`src/sv/slfc_pkg.sv`:
```
`default_nettype none

package slfc_pkg;

  // Verdict codes reported on the final byte of a buffer
  typedef enum logic [2:0] {
    V_OK         = 3'd0,
    V_NO_HEADER  = 3'd1,
    V_SHORT      = 3'd2,
    V_BAD_STATUS = 3'd3,
    V_TRUNCATED  = 3'd4,
    V_MISMATCH   = 3'd5
  } verdict_t;

  // Register indexes on the configuration port
  localparam logic [1:0] REG_HEADER     = 2'd0;
  localparam logic [1:0] REG_STATUS_ONE = 2'd1;
  localparam logic [1:0] REG_STATUS_TWO = 2'd2;

  localparam logic [7:0] HEADER_RST     = 8'h55;
  localparam logic [7:0] STATUS_ONE_RST = 8'h90;
  localparam logic [7:0] STATUS_TWO_RST = 8'h00;

  localparam int unsigned CountW     = 17;
  localparam logic [CountW-1:0] COUNT_MAX   = {CountW{1'b1}};
  localparam logic [CountW-1:0] MIN_FRAME   = CountW'(6);
  localparam logic [CountW-1:0] DATA_OFFSET = CountW'(5);

  typedef struct packed {
    logic [7:0] header_value;
    logic [7:0] status_one;
    logic [7:0] status_two;
  } cfg_t;

  typedef struct packed {
    verdict_t    verdict;
    logic [15:0] payload_length;
  } result_t;

endpackage

`default_nettype wire

```
`src/sv/slfc_core.sv`:
```
`default_nettype none

module slfc_core (
  input  wire                  clk,
  input  wire                  rst_n,
  input  wire                  step,
  input  wire  [7:0]           data_byte,
  input  wire                  last_byte,
  input  slfc_pkg::cfg_t       cfg,
  output logic                 res_fire,
  output slfc_pkg::result_t    res
);
  import slfc_pkg::*;

  typedef enum logic [2:0] {
    PH_HUNT, PH_SW1, PH_SW2, PH_LEN1, PH_LEN2, PH_DATA, PH_CHECK, PH_DONE
  } phase_t;

  phase_t             phase_r, phase_nxt, phase_upd;
  logic [CountW-1:0]  count_r, count_nxt, count_upd, count_inc;
  logic [15:0]        len_r, len_nxt, len_upd;
  logic [7:0]         xor_r, xor_nxt, xor_upd;
  verdict_t           held_r, held_nxt, held_upd;

  assign count_inc = (count_r != COUNT_MAX) ? count_r + CountW'(1) : count_r;

  // frame walk for one accepted byte
  always_comb begin
    phase_upd = phase_r;
    count_upd = count_r;
    len_upd   = len_r;
    xor_upd   = xor_r;
    held_upd  = held_r;
    if (phase_r == PH_HUNT) begin
      if (data_byte == cfg.header_value) begin
        phase_upd = PH_SW1;
        count_upd = CountW'(1);
        len_upd   = '0;
        xor_upd   = '0;
        held_upd  = V_OK;
      end
    end else begin
      count_upd = count_inc;
      unique case (phase_r)
        PH_SW1: begin
          xor_upd   = xor_r ^ data_byte;
          if (data_byte != cfg.status_one) held_upd = V_BAD_STATUS;
          phase_upd = PH_SW2;
        end
        PH_SW2: begin
          xor_upd = xor_r ^ data_byte;
          if (data_byte != cfg.status_two || held_r == V_BAD_STATUS) begin
            held_upd  = V_BAD_STATUS;
            phase_upd = PH_DONE;
          end else begin
            phase_upd = PH_LEN1;
          end
        end
        PH_LEN1: begin
          xor_upd   = xor_r ^ data_byte;
          len_upd   = {data_byte, 8'h00};
          phase_upd = PH_LEN2;
        end
        PH_LEN2: begin
          xor_upd   = xor_r ^ data_byte;
          len_upd   = {len_r[15:8], data_byte};
          phase_upd = ({len_r[15:8], data_byte} == 16'd0) ? PH_CHECK : PH_DATA;
        end
        PH_DATA: begin
          xor_upd = xor_r ^ data_byte;
          if (count_inc == {1'b0, len_r} + DATA_OFFSET) phase_upd = PH_CHECK;
        end
        PH_CHECK: begin
          held_upd  = (data_byte == ~xor_r) ? V_OK : V_MISMATCH;
          phase_upd = PH_DONE;
        end
        PH_DONE, PH_HUNT: begin
        end
        default: begin
        end
      endcase
    end
  end

  // verdict on the final byte, then clear for the next buffer
  always_comb begin
    res_fire           = step && last_byte;
    res.payload_length = (phase_upd == PH_LEN2) ? 16'd0 : len_upd;
    if (phase_upd == PH_HUNT)       res.verdict = V_NO_HEADER;
    else if (count_upd < MIN_FRAME) res.verdict = V_SHORT;
    else if (phase_upd == PH_DONE)  res.verdict = held_upd;
    else                            res.verdict = V_TRUNCATED;

    phase_nxt = phase_r;
    count_nxt = count_r;
    len_nxt   = len_r;
    xor_nxt   = xor_r;
    held_nxt  = held_r;
    if (step) begin
      if (last_byte) begin
        phase_nxt = PH_HUNT;
        count_nxt = '0;
        len_nxt   = '0;
        xor_nxt   = '0;
        held_nxt  = V_NO_HEADER;
      end else begin
        phase_nxt = phase_upd;
        count_nxt = count_upd;
        len_nxt   = len_upd;
        xor_nxt   = xor_upd;
        held_nxt  = held_upd;
      end
    end
  end

  always_ff @(posedge clk) begin
    if (!rst_n) begin
      phase_r <= PH_HUNT;
      count_r <= '0;
      len_r   <= '0;
      xor_r   <= '0;
      held_r  <= V_NO_HEADER;
    end else begin
      phase_r <= phase_nxt;
      count_r <= count_nxt;
      len_r   <= len_nxt;
      xor_r   <= xor_nxt;
      held_r  <= held_nxt;
    end
  end

  a_hunt_count_zero: assert property (@(posedge clk) disable iff (!rst_n)
    (phase_r == PH_HUNT) == (count_r == '0))
    else $error("byte count out of step with header hunt");

  a_last_clears: assert property (@(posedge clk) disable iff (!rst_n)
    step && last_byte |=> phase_r == PH_HUNT && xor_r == 8'h00)
    else $error("frame state not cleared after final byte");

  a_len_zero_early: assert property (@(posedge clk) disable iff (!rst_n)
    (phase_r == PH_SW1 || phase_r == PH_SW2 || phase_r == PH_LEN1) |-> len_r == 16'd0)
    else $error("length field set before length bytes");

endmodule

`default_nettype wire

```
`config.mk`:
```
export PLATFORM = sky130hd
export DESIGN_NAME = slfc_core
export DESIGN_NICKNAME = d
export VERILOG_FILES = /design/src/sv/slfc_pkg.sv /design/src/sv/slfc_core.sv
export SDC_FILE = /design/constraint.sdc
export NUM_CORES = 1
export LEC_CHECK = 0
export BUFFER_PORTS_ARGS = -buffer_cell sky130_fd_sc_hd__buf_2
export CORE_ASPECT_RATIO = 0.9
export CORE_UTILIZATION = 63
export DETAILED_ROUTE_END_ITERATION = 10
export GPL_TIMING_DRIVEN = 1
export PLACE_DENSITY = 0.95
export SLEW_MARGIN = 20
export SYNTH_ARGS = -nofsm -noshare
export SYNTH_HDL_FRONTEND = slang
export SYNTH_SLANG_ARGS = --single-unit
export TNS_END_PERCENT = 10
```
`constraint.sdc`:
```
create_clock -name clk -period 8.51 [get_ports clk]
set_clock_uncertainty 0.1 [all_clocks]
set_input_delay 0.4255 -clock clk [delete_from_list [all_inputs] [get_ports clk]]
set_output_delay 0.4255 -clock clk [all_outputs]
set_load 0.02 [all_outputs]
```
# After elaboration in Yosys (flattened, before gate mapping)
# Cells that the tools add are included.
# classes
add_sub_neg	2
n_lt_le_gt_ge	1
n_eq_ne	16
mux	30
bitwise_logic	2
n_reduce_logical	8
# ops
cell	n
$mux W17	4
$mux W16	4
$mux W3	14
$mux W8	4
$pmux W16 S2	1
$pmux W3 S6	1
$add A16 B3 Y17 const B	1
$add A17 B1 Y17 const B	1
$eq A17 B17 Y1	1
$lt A17 B3 Y1 const B	1
$ne A17 B17 Y1 const B	1
$eq A8 B8 Y1	2
$logic_not A16 Y1	1
$ne A8 B8 Y1	2
$eq A3 B3 Y1 const B	5
$eq A3 B2 Y1 const B	3
$pmux W3 S3	1
$not A8 Y8	1
$xor A8 B8 Y8	1
$logic_not A3 Y1	2
$reduce_or A5 Y1	1
$eq A3 B1 Y1 const B	1
$ne A3 B2 Y1 const B	1
$reduce_and A3 Y1	1
other kinds (4)	4
# totals
regBits	47
input_bits	36
out_inout_bits	20
elab_cells	64

# Logic depth before layout (Yosys ltp)
# logic_depth
word_depth	10
depth_mapped	10
ltp_nobuf	9

# Least setup slack after synthesis
# No wires, ideal clock.
# synth_timing
path_kind	input -> output
startpoint	input data_byte[5]
endpoint	output res[17] (netlist name)
arrival_time_ps	2749
required_ps	7985
slack_ps	5236
path_stages	10
n_path_buf	2
path_cell_list	clkbuf_1 xor2_1 nor4_1 a21oi_1 clkbuf_1 o21ai_0 nand4_1 a211o_1 a311o_1 a21oi_1
# synth_rtl
element	line	text
start: declaration	slfc_core.sv:7	input wire [7:0] data_byte,
end: declaration	slfc_core.sv:11	output slfc_pkg::result_t res

==> impl_metrics.yaml <==
layout:
  fill_cells: 490
  final_net_count: 569
  antennaDiodeCount: 0
  utilization: 0.702
  syn_to_final_growth_pct: 7.32
  multi_input_area_mm2: 0.00282
  fin_area_mm2: 0.00429
  register_area_um2: 941
  drive_gt1_frac: 0.136
critical_path:
  rrSetupSlack_ns: 5.09
  arrival_ns: 3.44
  rr_worst_depth: 8
  cp-start-kind: "register"
  path_max_fanout: 6
  cp-end-kind: "output pin"
  critPathKind: "reg2out"
  cp.required_ns: 7.98
cts:
  post_cts_buffers: 0
  clockRootBuffer: "clkbuf_8"
  clk_path_buf_depth: 2
  numCtsBuffers: 5
  cts_tree: "yes"
  clkSinkCount: 47
  postCtsHoldBufs: 0
  worstSkewPairLatency_ns: 0.31
  clk_pin_slew_ns: 0.09
  htreeDepth: 2
  ctsResizeCount: 0
sta:
  setup_violations: 0
  drv_slew: 0
  rsz0062_at_grt: "false"
  final-hold-violation-count: 0
  tns_ns: 0
  min_period_ns: 3.96
  worst_pin_slew_ns: 0.972
  slew_headroom: 0.352
  worst_slack_ns: 4.55
  clock.fmax_mhz: 252
  layout_worst_path_cycle_share: 0.465
power_and_ir_drop:
  p_per_area_mw_per_mm2: 101
  vdd_ir_drop_max_v: 0.0000700
  leakage_nw: 1.60
min_path:
  hold_path_class: "reg2reg"
  hold_depth: 2
global_routing:
  globalRouteOverflowTotal: 0
  grt_pass1_wl_um: 19800
  grt_pass1_vias: 4011
  grt_max_degree: 41
  grt_usage: 0.375
  grt_antenna_before_repair: 0
synthesis:
  yosysMostFrequentCell: "dfxtp_1"
  ys_top_cells_by_count: "47 x dfxtp_1, 40 x xnor2_1, 33 x nand2_1"
  yosysWarnings: 0
  yosysSeqAreaShare: 0.235
  syn_inst: 514
  async_flop_share: 0
  netlist_area_mm2: 0.00400
  synth.area.top_cells: "dfxtp_1 24%, xnor2_1 8.8%, xor2_1 6.1%"
  synth_top_area_share: 0.235
  synth.distinct_cells: 62
  synth_top_area_cell: "dfxtp_1"
  synth-edff-count: 0
  syn-num-nets: 552
  synth_top_flop_cell: "dfxtp_1"
  synth.avg_cell_area_um2: 7.78
  ys_ff_latch: 47
routing:
  m1WireLength_um: 4780
  top_layer: "met4"
  viasPerCell: 6.92
  wl_met2_um: 5390
  dr.pass1.iters: 6
  post-route-drc-count: 0
  wl_met3_um: 1580
  ant_nets: 0
  vias: 4276
  drt_wl_total_um: 12200
  drt_iter0_markers: 740
  wl_per_cell_um: 19.8
status:
  status: "completed"
placed_design:
  place_area_mm2: 0.00418
  port_buffers: 55
  dp_hpwl_um: 8620
  place_ws_ns: 4.86
  gp_congestion: 1.07
flow_run:
  cap_violations: 0
floorplanning:
  coreArea_mm2: 0.00611
  row_count: 27
  pin_count: 56
  dieArea_mm2: 0.00667
  start_util: 0.654
  die_h_um: 77.6
  die_w_um: 86.0
[through the flow]
step | std cells | total power (W) | hold slack [ns]
6_report | 618 | 0.000433 | 0.415
5_1_grt | 618 | 0.000447 | 0.440
4_1_cts | 618 | 0.000432 | 0.414
3_5_place_dp | 611 | 0.000271 | 0.403
3_3_place_gp | 611 | 0.000269 | 0.387
2_1_floorplan | 514 | 0.000255 | 0.376
[placed cells by master, fill, tap and decap left out, types with 3 or more instances in the layout]
cell       synthesis  final
a21boi_0          11     11
a21o_1             3      3
a21oi_1           29     29
a22o_1            16     16
a22oi_1           12     12
a311oi_1           3      3
a31oi_1            4      4
and2_1             8      8
and3_1             3      3
and4_1             3      3
buf_2             12     55
clkbuf_8           0      5
dfxtp_1           47     47
inv_1             11     11
nand2_1           33     33
nand2b_1           4      4
nand3_1           13     13
nand3b_1           8      8
nand4_1           14     14
nor2_1            30     30
nor2b_1           30     30
nor3_1            14     14
nor4_1            17     16
o2111ai_1          3      3
o211ai_1           4      4
o21a_1             5      5
o21ai_0           24     24
o22ai_1            4      4
o2bb2ai_1          5      5
or4_1              7      7
xnor2_1           40     40
xor2_1            28     28
[where the power goes]
part	leakage, nW	internal, W	switching [W]
registers	0.379	0.000220	0.000000246
clock network	0.0513	0.0000863	0.0000793
logic	1.17	0.0000177	0.0000292
[critical path: stages, from the launching register on]
cell      delay (ns)
dfxtp_1         0.44
ha_1            0.30
nand3_1         0.21
nor3_1          0.57
a41oi_1         0.23
a221oi_1        0.31
nand4_1         0.13
a211o_1         0.29
a311o_1         0.32
a31o_1          0.18
buf_2           0.15
[sequential cells by signal, indices dropped and copies added (netlist names)]
register	flops
held_r	3
xor_r	8
phase_r	3
count_r	17
len_r	16
[layout make-up]
type / count / share of cell area
well taps: 87 / 0.0254
clock inverters: 1 / 0.00700
repair buffers: 56 / 0.0659
multi-input cells: 410 / 0.656
flip-flops and latches: 47 / 0.219
clock buffers: 6 / 0.0169
inverters: 11 / 0.00962
[metal layers]
layer / global-route usage / vias to the layer above
met5: 0 / -
met4: 0.162 / 0
met3: 0.0904 / 59
met2: 0.568 / 361
met1: 0.506 / 1945
li1: - / 1911
[kinds of logic (layout without fill, tap and decap cells)]
group           Yosys count  in the layout  share of synthesized area
simple gates            193            193                      0.276
buf+inv                  57             74                     0.0622
compound gates          143            143                      0.252
xor+xnor                 71             71                      0.166
flops                    47             47                      0.235
mux                       1              1                    0.00250
fa+ha+maj                 2              2                    0.00625
[path summary, 6_finish.rpt]
kind	startpoint	to
worst max-delay path	count_r[0]	res[16]
worst min-delay path	xor_r[2]	xor_r[2]
worst max register to register	count_r[9]	phase_r[0]
worst min register to register	xor_r[2]	xor_r[2]
No activity file was read; power rests on OpenSTA's default activity.
